### src/rtl/uptsp_pkg.sv
// Package for the USB port thermal short protection block.
// Holds the register indexes, request kinds, counter and temperature constants.
// No dependencies.
package uptsp_pkg;

    typedef enum logic [2:0] {
        REG_USB_THRESHOLD      = 3'd0,
        REG_OPEN_SWITCH_DIFF   = 3'd1,
        REG_OPEN_HIZ_DIFF      = 3'd2,
        REG_CLOSE_SWITCH_DIFF  = 3'd3,
        REG_FAST_INTERVAL_DIFF = 3'd4,
        REG_HIZ_REPORT_ENABLE  = 3'd5
    } reg_index_t;

    typedef enum logic {
        REQ_CHECK = 1'b0,
        REQ_START = 1'b1
    } req_type_t;

    typedef logic signed [11:0] count_t;
    typedef logic signed [8:0]  temp_t;
    typedef logic signed [9:0]  diff_t;

    localparam count_t COUNT_INIT  = 12'sd1100;
    localparam count_t COUNT_END   = 12'sd1001;
    localparam count_t COUNT_IDLE  = -12'sd1;
    localparam count_t COUNT_START = 12'sd0;

    localparam temp_t TEMP_UPPER = 9'sd100;
    localparam temp_t TEMP_LOWER = -9'sd30;

    localparam logic signed [7:0] USB_THRESHOLD_RESET = 8'sd40;

endpackage

### src/rtl/usb_port_thermal_short_protect.sv
// USB port short-circuit thermal monitor, top level.
// Depends on uptsp_pkg.
//
// Usage:
//   s_axis carries start requests (tuser = 1) and check ticks (tuser = 0)
//   with the USB and battery temperatures and charger status in tdata.
//   m_axis returns one status word per accepted transaction.
//   cfg writes the six configuration registers by index; ready is always high.
// Timing: the status for a transaction is on m_axis in the cycle after it is
//   accepted. Throughput: one transaction per cycle unless m_axis stalls; all
//   state moves by one compare/count step between input and result register.
// Stall: s_axis_tready stays high while the result register is empty or
//   being taken in the same cycle; while m_axis is stalled with a result
//   pending, new input is held off and the result stays unchanged.
// Reset: asynchronous, active low. Monitoring off, counter at 1100, all
//   protection cleared, both one-shot reports armed, registers at defaults
//   (threshold 40 C, differences 0, hiz report disabled).
module usb_port_thermal_short_protect
    import uptsp_pkg::*;
(
    input  logic        clk,
    input  logic        rst_n,
    input  logic        s_axis_tvalid,
    output logic        s_axis_tready,
    input  logic [23:0] s_axis_tdata,  // port_tc[8:0], batt_tc[17:9],
                                       // unplugged[18], direct_charge_idle[19]
    input  logic        s_axis_tuser,  // req_type
    output logic        m_axis_tvalid,
    input  logic        m_axis_tready,
    output logic [15:0] m_axis_tdata,  // switch_open, hiz_active, protect_latched,
                                       // protect_now, fast_check, report_short,
                                       // report_hiz, sample_ignored, monitoring
    input  logic        cfg_valid,
    output logic        cfg_ready,
    input  logic [2:0]  cfg_index,
    input  logic [7:0]  cfg_data
);

    // configuration
    logic signed [7:0] usb_thr_reg, open_sw_reg, open_hiz_reg, close_sw_reg, fast_diff_reg;
    logic              hiz_rep_en_reg;

    // run state
    logic   mon_reg, mon_next;
    count_t cnt_reg, cnt_next;
    logic   lat_reg, lat_next;
    logic   rt_reg, rt_next;
    logic   hiz_reg, hiz_next;
    logic   short_arm_reg, short_arm_next;
    logic   hiz_arm_reg, hiz_arm_next;
    logic   sw_reg, sw_next;
    logic   fast_reg, fast_next;

    logic        out_valid_reg;
    logic [15:0] out_data_reg, out_data_next;

    logic   accept;
    temp_t  usb_t, bat_t;
    diff_t  diff;
    logic   removed, dc_idle, hot, hiz_hit, sw_hit, temps_ok;
    logic   rep_short, rep_hiz, ignored;

    assign cfg_ready     = 1'b1;
    assign s_axis_tready = !out_valid_reg || m_axis_tready;
    assign accept        = s_axis_tvalid && s_axis_tready;
    assign m_axis_tvalid = out_valid_reg;
    assign m_axis_tdata  = out_data_reg;

    assign usb_t   = s_axis_tdata[8:0];
    assign bat_t   = s_axis_tdata[17:9];
    assign removed = s_axis_tdata[18];
    assign dc_idle = s_axis_tdata[19];
    assign diff    = 10'(usb_t) - 10'(bat_t);

    assign temps_ok = (usb_t >= TEMP_LOWER) && (usb_t <= TEMP_UPPER)
                   && (bat_t >= TEMP_LOWER) && (bat_t <= TEMP_UPPER);
    assign hot      = 10'(usb_t) >= 10'(usb_thr_reg);
    assign hiz_hit  = hot && (diff >= 10'(open_hiz_reg));
    assign sw_hit   = hot && (diff >= 10'(open_sw_reg));

    always_comb
    begin
        mon_next       = mon_reg;
        cnt_next       = cnt_reg;
        lat_next       = lat_reg;
        rt_next        = rt_reg;
        hiz_next       = hiz_reg;
        short_arm_next = short_arm_reg;
        hiz_arm_next   = hiz_arm_reg;
        sw_next        = sw_reg;
        fast_next      = fast_reg;
        rep_short      = 1'b0;
        rep_hiz        = 1'b0;
        ignored        = 1'b0;

        if (req_type_t'(s_axis_tuser) == REQ_START)
        begin
            if (!mon_reg)
            begin
                mon_next = 1'b1;
                cnt_next = COUNT_INIT;
            end
        end
        else if (mon_reg)
        begin
            if (cnt_reg == COUNT_IDLE && removed && dc_idle)
            begin
                short_arm_next = 1'b1;
                sw_next        = 1'b0;
                fast_next      = 1'b0;
                lat_next       = 1'b0;
                cnt_next       = COUNT_INIT;
                mon_next       = 1'b0;
            end
            else if (temps_ok)
            begin
                // threshold tests and one-shot reports
                if (hiz_hit && hiz_rep_en_reg && hiz_arm_reg)
                begin
                    rep_hiz      = 1'b1;
                    hiz_arm_next = 1'b0;
                end
                if (sw_hit)
                begin
                    rt_next = 1'b1;
                    if (short_arm_reg)
                    begin
                        rep_short      = 1'b1;
                        short_arm_next = 1'b0;
                    end
                end

                // fast/slow interval counter
                priority if (diff > 10'(fast_diff_reg))
                begin
                    fast_next = 1'b1;
                    cnt_next  = COUNT_START;
                end
                else if (cnt_reg > COUNT_END)
                begin
                    cnt_next  = cnt_reg - 12'sd1;
                    fast_next = 1'b1;
                end
                else if (cnt_reg == COUNT_END)
                begin
                    cnt_next  = COUNT_IDLE;
                    fast_next = 1'b0;
                end
                else if (cnt_reg >= COUNT_START)
                begin
                    cnt_next  = cnt_reg + 12'sd1;
                    fast_next = 1'b1;
                end
                else
                begin
                    fast_next = 1'b0;
                    lat_next  = 1'b0;
                end

                // apply and release
                if (hiz_hit)
                    hiz_next = 1'b1;
                if (sw_hit)
                begin
                    lat_next = 1'b1;
                    rt_next  = 1'b1;
                    sw_next  = 1'b1;
                end
                else if (diff <= 10'(close_sw_reg))
                begin
                    if (lat_next)
                    begin
                        sw_next = 1'b0;
                        rt_next = 1'b0;
                    end
                    hiz_next = 1'b0;
                end
            end
            else
            begin
                ignored = 1'b1;
            end
        end

        out_data_next = {7'b0, mon_next, ignored, rep_hiz, rep_short, fast_next,
                         rt_next, lat_next, hiz_next, sw_next};
    end

    always_ff @(posedge clk or negedge rst_n)
    begin
        if (!rst_n)
        begin
            usb_thr_reg    <= USB_THRESHOLD_RESET;
            open_sw_reg    <= '0;
            open_hiz_reg   <= '0;
            close_sw_reg   <= '0;
            fast_diff_reg  <= '0;
            hiz_rep_en_reg <= 1'b0;
        end
        else if (cfg_valid && cfg_ready)
        begin
            unique case (reg_index_t'(cfg_index))
                REG_USB_THRESHOLD:      usb_thr_reg    <= cfg_data;
                REG_OPEN_SWITCH_DIFF:   open_sw_reg    <= cfg_data;
                REG_OPEN_HIZ_DIFF:      open_hiz_reg   <= cfg_data;
                REG_CLOSE_SWITCH_DIFF:  close_sw_reg   <= cfg_data;
                REG_FAST_INTERVAL_DIFF: fast_diff_reg  <= cfg_data;
                REG_HIZ_REPORT_ENABLE:  hiz_rep_en_reg <= cfg_data[0];
                default: ;
            endcase
        end
    end

    always_ff @(posedge clk or negedge rst_n)
    begin
        if (!rst_n)
        begin
            mon_reg       <= 1'b0;
            cnt_reg       <= COUNT_INIT;
            lat_reg       <= 1'b0;
            rt_reg        <= 1'b0;
            hiz_reg       <= 1'b0;
            short_arm_reg <= 1'b1;
            hiz_arm_reg   <= 1'b1;
            sw_reg        <= 1'b0;
            fast_reg      <= 1'b0;
            out_valid_reg <= 1'b0;
        end
        else
        begin
            if (accept)
            begin
                mon_reg       <= mon_next;
                cnt_reg       <= cnt_next;
                lat_reg       <= lat_next;
                rt_reg        <= rt_next;
                hiz_reg       <= hiz_next;
                short_arm_reg <= short_arm_next;
                hiz_arm_reg   <= hiz_arm_next;
                sw_reg        <= sw_next;
                fast_reg      <= fast_next;
                out_valid_reg <= 1'b1;
            end
            else if (m_axis_tready)
            begin
                out_valid_reg <= 1'b0;
            end
        end
    end

    always_ff @(posedge clk)
    begin
        if (accept)
            out_data_reg <= out_data_next;
    end

    // counter only ever holds idle or a value in the active window
    a_cnt_range: assert property (@(posedge clk) disable iff (!rst_n)
        (cnt_reg == COUNT_IDLE) || (cnt_reg >= COUNT_START && cnt_reg <= COUNT_INIT))
        else $error("check counter out of range");

    // counter parks at its initial value whenever monitoring is off
    a_cnt_parked: assert property (@(posedge clk) disable iff (!rst_n)
        !mon_reg |-> cnt_reg == COUNT_INIT)
        else $error("counter moved while not monitoring");

    // idle counter means slow checking
    a_idle_slow: assert property (@(posedge clk) disable iff (!rst_n)
        cnt_reg == COUNT_IDLE |-> !fast_reg)
        else $error("fast checking with idle counter");

    // a pending short report has already disarmed its one-shot
    a_short_once: assert property (@(posedge clk) disable iff (!rst_n)
        (out_valid_reg && out_data_reg[5]) |-> !short_arm_reg)
        else $error("short report still armed");

    // an ignored sample only comes from a monitoring run
    a_ignored_mon: assert property (@(posedge clk) disable iff (!rst_n)
        (out_valid_reg && out_data_reg[7]) |-> out_data_reg[8])
        else $error("ignored sample while not monitoring");

endmodule
### config.mk
export PLATFORM = sky130hd
export DESIGN_NAME = usb_port_thermal_short_protect
export DESIGN_NICKNAME = d
export VERILOG_FILES = /design/src/rtl/uptsp_pkg.sv /design/src/rtl/usb_port_thermal_short_protect.sv
export SDC_FILE = /design/constraint.sdc
export NUM_CORES = 1
export LEC_CHECK = 0
export ABC_AREA = 1
export BUFFER_PORTS_ARGS = -buffer_cell sky130_fd_sc_hd__buf_2
export CAP_MARGIN = 20
export CORE_ASPECT_RATIO = 0.75
export CORE_UTILIZATION = 45
export DETAILED_ROUTE_END_ITERATION = 7
export MAX_ROUTING_LAYER = met4
export PLACE_DENSITY = 0.64
export SYNTH_ARGS = -nofsm -noshare
export SYNTH_HDL_FRONTEND = slang
export SYNTH_SLANG_ARGS = --single-unit
### constraint.sdc
create_clock -name clk -period 1.8 [get_ports clk]
set_input_delay 0.36 -clock clk [delete_from_list [all_inputs] [get_ports clk]]
set_output_delay 0.36 -clock clk [all_outputs]
set_load 0.01 [all_outputs]
### Yosys cells after proc, flatten, opt, wreduce, memory -nomap -nowiden

Cells that the tools add are included.

| operators by class | value |
|---|---|
| multiplexer cells | 62 |
| $lt $le $gt $ge | 11 |
| reductions and logical operators | 31 |
| equal/unequal tests | 8 |
| $add $sub $neg | 3 |
| bitwise logic cells | 5 |

Operators by type and width:

| kind | number |
|---|---|
| $mux 12 | 9 |
| $mux 1 | 53 |
| $ge 10x8->1 | 2 |
| $ge 9x6->1 const B | 2 |
| $le 9x8->1 const B | 2 |
| $add 12x2->12 const B | 1 |
| $eq 12x1->1 const B | 1 |
| $eq 12x11->1 const B | 1 |
| $ge 12x1->1 const B | 1 |
| $gt 12x11->1 const B | 1 |
| $reduce_and 2->1 | 6 |
| $sub 12x2->12 const B | 1 |
| $gt 10x8->1 | 1 |
| $le 10x8->1 | 1 |
| $logic_and 1x1->1 | 10 |
| $reduce_and 5->1 | 2 |
| $sub 9x9->10 | 1 |
| $ge 9x8->1 | 1 |
| $reduce_bool 2->1 | 4 |
| $eq 3x2->1 const B | 2 |
| $eq 3x3->1 const B | 2 |
| $reduce_and 6->1 | 1 |
| $reduce_bool 6->1 | 1 |
| $not 1->1 | 5 |
| other kinds (9) | 9 |

| word-level totals | value |
|---|---|
| input bits | 41 |
| register bits | 71 |
| logic and storage cells | 140 |
| output and inout bits | 19 |

### Longest topological paths before layout

| logic depth | value |
|---|---|
| depth in word-level cells | 16 |
| depth in mapped cells | 27 |
| mapped depth without buffers | 27 |

### Least setup slack after synthesis

OpenSTA, ideal clock, no wires.

| path | value |
|---|---|
| kind | input-to-reg |
| start point | input port s_axis_tdata[0] |
| end point | register cnt_reg[7] |
| arrival time | 3.458 ns |
| data required time | 1.681 ns |
| setup slack | -1.777 ns |
| buffers on the path | 1 |
| library setup time | 0.119 ns |
| stages | 23 |
| path through | inv_1 ha_1 fa_1 o21ai_0 a21oi_1 o21ai_0 nand2_1 nand2_1 a21oi_1 xor2_1 ha_1 nand2_1 inv_1 a21oi_1 nand3_1 nand2_1 nand3_2 nand2_4 inv_4 nand2_4 nand2_4 buf_6 o21a_1 |

| on the way | value |
|---|---|
| longest elaborated chain between the ends | 7 |
| elaborated cells between the ends (all ways) | 15 |
| classes of those cells | add/sub (1); order compare (3); mux (5); reduce/logical (6) |

RTL lines:

| element | line | text |
|---|---|---|
| from (decl) | usb_port_thermal_short_protect.sv:25 | `input logic [23:0] s_axis_tdata,` |
| $sub 9x9->10 | usb_port_thermal_short_protect.sv:73 | `assign diff = 10'(usb_t) - 10'(bat_t);` |
| $gt 10x8->1 | usb_port_thermal_short_protect.sv:134 | `priority if (diff > 10'(fast_diff_reg))` |
| $mux 12 | usb_port_thermal_short_protect.sv:134 |  |
| $mux 12 | usb_port_thermal_short_protect.sv:115 | `else if (temps_ok)` |
| $mux 12 | usb_port_thermal_short_protect.sv:106 | `if (cnt_reg == COUNT_IDLE && removed && dc_idle)` |
| $mux 12 | usb_port_thermal_short_protect.sv:104 | `else if (mon_reg)` |
| $mux 12 | usb_port_thermal_short_protect.sv:96 | `if (req_type_t'(s_axis_tuser) == REQ_START)` |
| to (signal assigned) | usb_port_thermal_short_protect.sv:234 | `cnt_reg <= cnt_next;` |
| to (decl) | usb_port_thermal_short_protect.sv:45 | `count_t cnt_reg, cnt_next;` |

Parallel ways exist; a longest one is shown, timed or not. The select of a mux whose other input is x is not followed.
A chain may end at the register's enable or synchronous reset.

### Final worst setup path

| path | value |
|---|---|
| start point | input port s_axis_tdata[11] |
| end point | register cnt_reg[7] |

Same word-level chain as after synthesis.

==> metrics.md <==
| Metric | Value |
|---|---|
| P_leak | `3.79 nW` |
| Slew HR | `44.1%` |
| FP Rows | `34` |
| Max-cap violations | `0` |
| Share of layout cells above drive strength 1 | `33.2%` |
| Period utilization | `172%` |
| Pwr/cell area | `1130 nW/µm²` |
| Pwr Total | `8.55 mW` |
| CTS Root Cell | `clkbuf_16` |
| CTS max path bufs | `2` |
| Grt ovf | `0` |
| CTS tree | `yes` |
| Fillcell total | `944` |
| Hold_buf cts | `0` |
| # nets final | `975` |
| Die Footprint | `12400 µm²` |
| Placed cell area | `6460 µm²` |
| WL final | `14.9 mm` |
| Via count | `5296` |
| Die X | `128 µm` |
| Drt via density | `5.10` |
| Yosys warns | `0` |
| # setup viols final | `26` |
| Failing checks | `negative setup slack` |
| CP max stage cell | `ha_4` |
| Port buffer count | `47` |
| Top post-synthesis cells by area | `dfrtp_1 25%, ha_1 14%, nand2_1 13%` |
| Post-synthesis cell type count | `42` |
| Total GRT Usage | `25.0%` |
| RSZ-0062 raised after global routing | `yes` |
| CP endpoint kind | `register` |
| Least-Margin Pin Slew | `838 ps` |
| Critical path's top delay family | `simple AND/OR/NAND/NOR gates` |
| Status | `finished with violations` |
| Worst r2r src | `cnt_reg[6]` |
| Final Hold Vio Count | `0` |
| Maximum vdd drop | `591 µV` |
| Core Area | `11600 µm²` |
| Detailed Place HPWL | `10.4 mm` |
| Vias in the first global route | `5128` |
| Final worst setup slack | `-1290 ps` |
| H-tree depth | `3` |
| Gate Count Post-Synth | `729` |
| Area leader, netlist | `dfrtp_1` |
| Max reg flops | `12` |
| CP Data Arrival Time | `3320 ps` |
| Crit path time final | `3090 ps` |
| Routability Congestion | `0.866` |
| Mapped Area | `5380 µm²` |
| Initial Utilization | `46.3%` |
| Drt drc | `0` |
| Skew final | `4.21 ps` |
| Final Cell Area | `7530 µm²` |
| CP Data Required Time | `2030 ps` |
| Initial antenna violation count | `0` |
| Routed length per instance | `14.3 µm` |
| First drt pass iteration count | `5` |
| Yosys top cell area share | `25.1%` |
| First-pass GRT wire length | `23.9 mm` |
| Syn_area_per_cell | `7.38 µm²` |
| Setup CP Type | `primary input to register` |
| Layout area overhead | `39.9%` |
| Hold Path Class | `primary input to asynchronous set/reset pin` |
| Commonest non-fill, non-tap cell in the layout | `nand2_1` |
| Diode count | `0` |
| Most Frequent Cell on Critical Path | `nand2_2` |
| Seq/Total Area, Yosys | `34.0%` |
| Seq cells post-synth | `71` |
| Post-route ant nets | `0` |
| Die height | `96.7 µm` |
| Startpoint types | `primary input` |
| Fmax | `323 MHz` |
| Clock buffer count from CTS | `9` |
| CP max FO | `6` |
| CTS clock-pin slew for the worst setup and hold paths | `60 ps` |
| CP bufs+invs | `4` |
| Largest net degree at the start of global routing | `63` |
| Clock Latency Late Sink | `340 ps` |
| IO Count | `60` |
| DR iter-0 viols | `353` |
| Most frequent cells in the layout | `163 x nand2_1, 111 x inv_1, 91 x buf_4` |
| Critical Path Source | `s_axis_tdata[11]` |
| Max Slew Vio Count | `0` |
| Max stage delay on crit path | `260 ps` |
| Clk sink count | `71` |
==> cell type report <==
type                       instances  area (µm²)  area share [%]
clock buffer                      11         233            3.09
sequential                        71        1830            24.3
timing repair buffer             144        1040            13.9
tap                              162         203            2.69
clock inverter                     5         108            1.43
inverter                         122         482            6.40
multi-input combinational        523        3630            48.2
==> where the power goes <==
part	total [mW]	switching, mW	internal [mW]
logic	4.24	2.39	1.85
registers	2.23	0.225	2.01
clock network	2.08	0.716	1.36
total	8.55	3.33	5.22
==> per-stage QoR <==
step / setup TNS, ps / hold slack [ps] / util (%) / cells / setup slack (ps)
2_1_floorplan: -32290 / 64.4 / - / 735 / -1420
3_3_place_gp: -41630 / 397 / 55.6 / 1012 / -1700
3_5_place_dp: -44730 / 399 / 55.6 / 1012 / -1820
4_1_cts: -29360 / 37.7 / 61.1 / 1035 / -1170
5_1_grt: -34900 / 50.7 / 64.8 / 1038 / -1450
6_report: -30790 / 21.3 / 64.8 / 1038 / -1290
==> metal layers <==
metal	part of all wire (%)	GRT usage, %	up-vias
met1	47	34.0	2470
li1	-	-	2621
met2	46	38.5	181
met3	5.8	5.09	24
met4	1.4	5.34	0
met5	0	-	-
==> worst register-to-register path, stage by stage, from the launching register on <==
cell and delay [ps]:
dfstp_2 520, nand2_1 140, nor2_1 260, nand3_1 130, o21ai_1 200, nand2_2 220, o21ai_0 480, nor2_4 60
nor2_4 90, a21oi_2 40
==> final timing paths <==
path                                   to  slack [ps]  depth (start not counted)
min in group clk            m_axis_tvalid         310                          4
min                         m_axis_tvalid          20                          2
max                            cnt_reg[7]       -1290                         25
min reg2reg                   hiz_arm_reg         470                          2
max in group asynchronous  usb_thr_reg[5]        1440                          2
max reg2reg                    cnt_reg[4]        -440                          9
==> timing repair <==
item | 4_1_cts | 5_1_grt
setup endpoints to repair | 26 | 27
gates cloned | 2 | 1
setup buffers | 5 | 3
gates resized for setup | 59 | 90
pin swaps | 39 | 57
==> cell families after synthesis <==
family,share of synthesized area (%)
simple gates,24.9
buf+inv,11.1
compound gates,12.1
flops,34.0
fa+ha+maj,14.8
xor+xnor,2.93
other cells,0.140
==> cells in the mapped netlist <==
cell type and number:
clkbuf_2 1, nor2_2 1, fa_1 1, xnor2_1 5, a21oi_1 26, inv_1 118, o21ai_1 5, nor3_1 3
o21bai_1 2, inv_4 1, inv_2 2, nand3_2 3, conb_1 2, buf_6 2, nor2_1 62, nand4_1 16
nand2_4 3, nand2_1 192, nand3_1 27, a21o_1 1, buf_4 9, buf_2 4, clkbuf_1 6, a21oi_2 5
o21a_1 4, o22ai_1 2, o21ai_0 62, dfstp_2 8, nor4_1 2, clkinv_2 1, or2_2 1, dfrtp_1 54
ha_1 62, edfxtp_1 9, o211ai_1 4, o31ai_4 1, o31ai_1 1, nand3b_1 3, xor2_1 13, nor3_4 1
a31oi_1 3, nand2_2 1
Note: power is estimated with default switching activity, not from simulation.
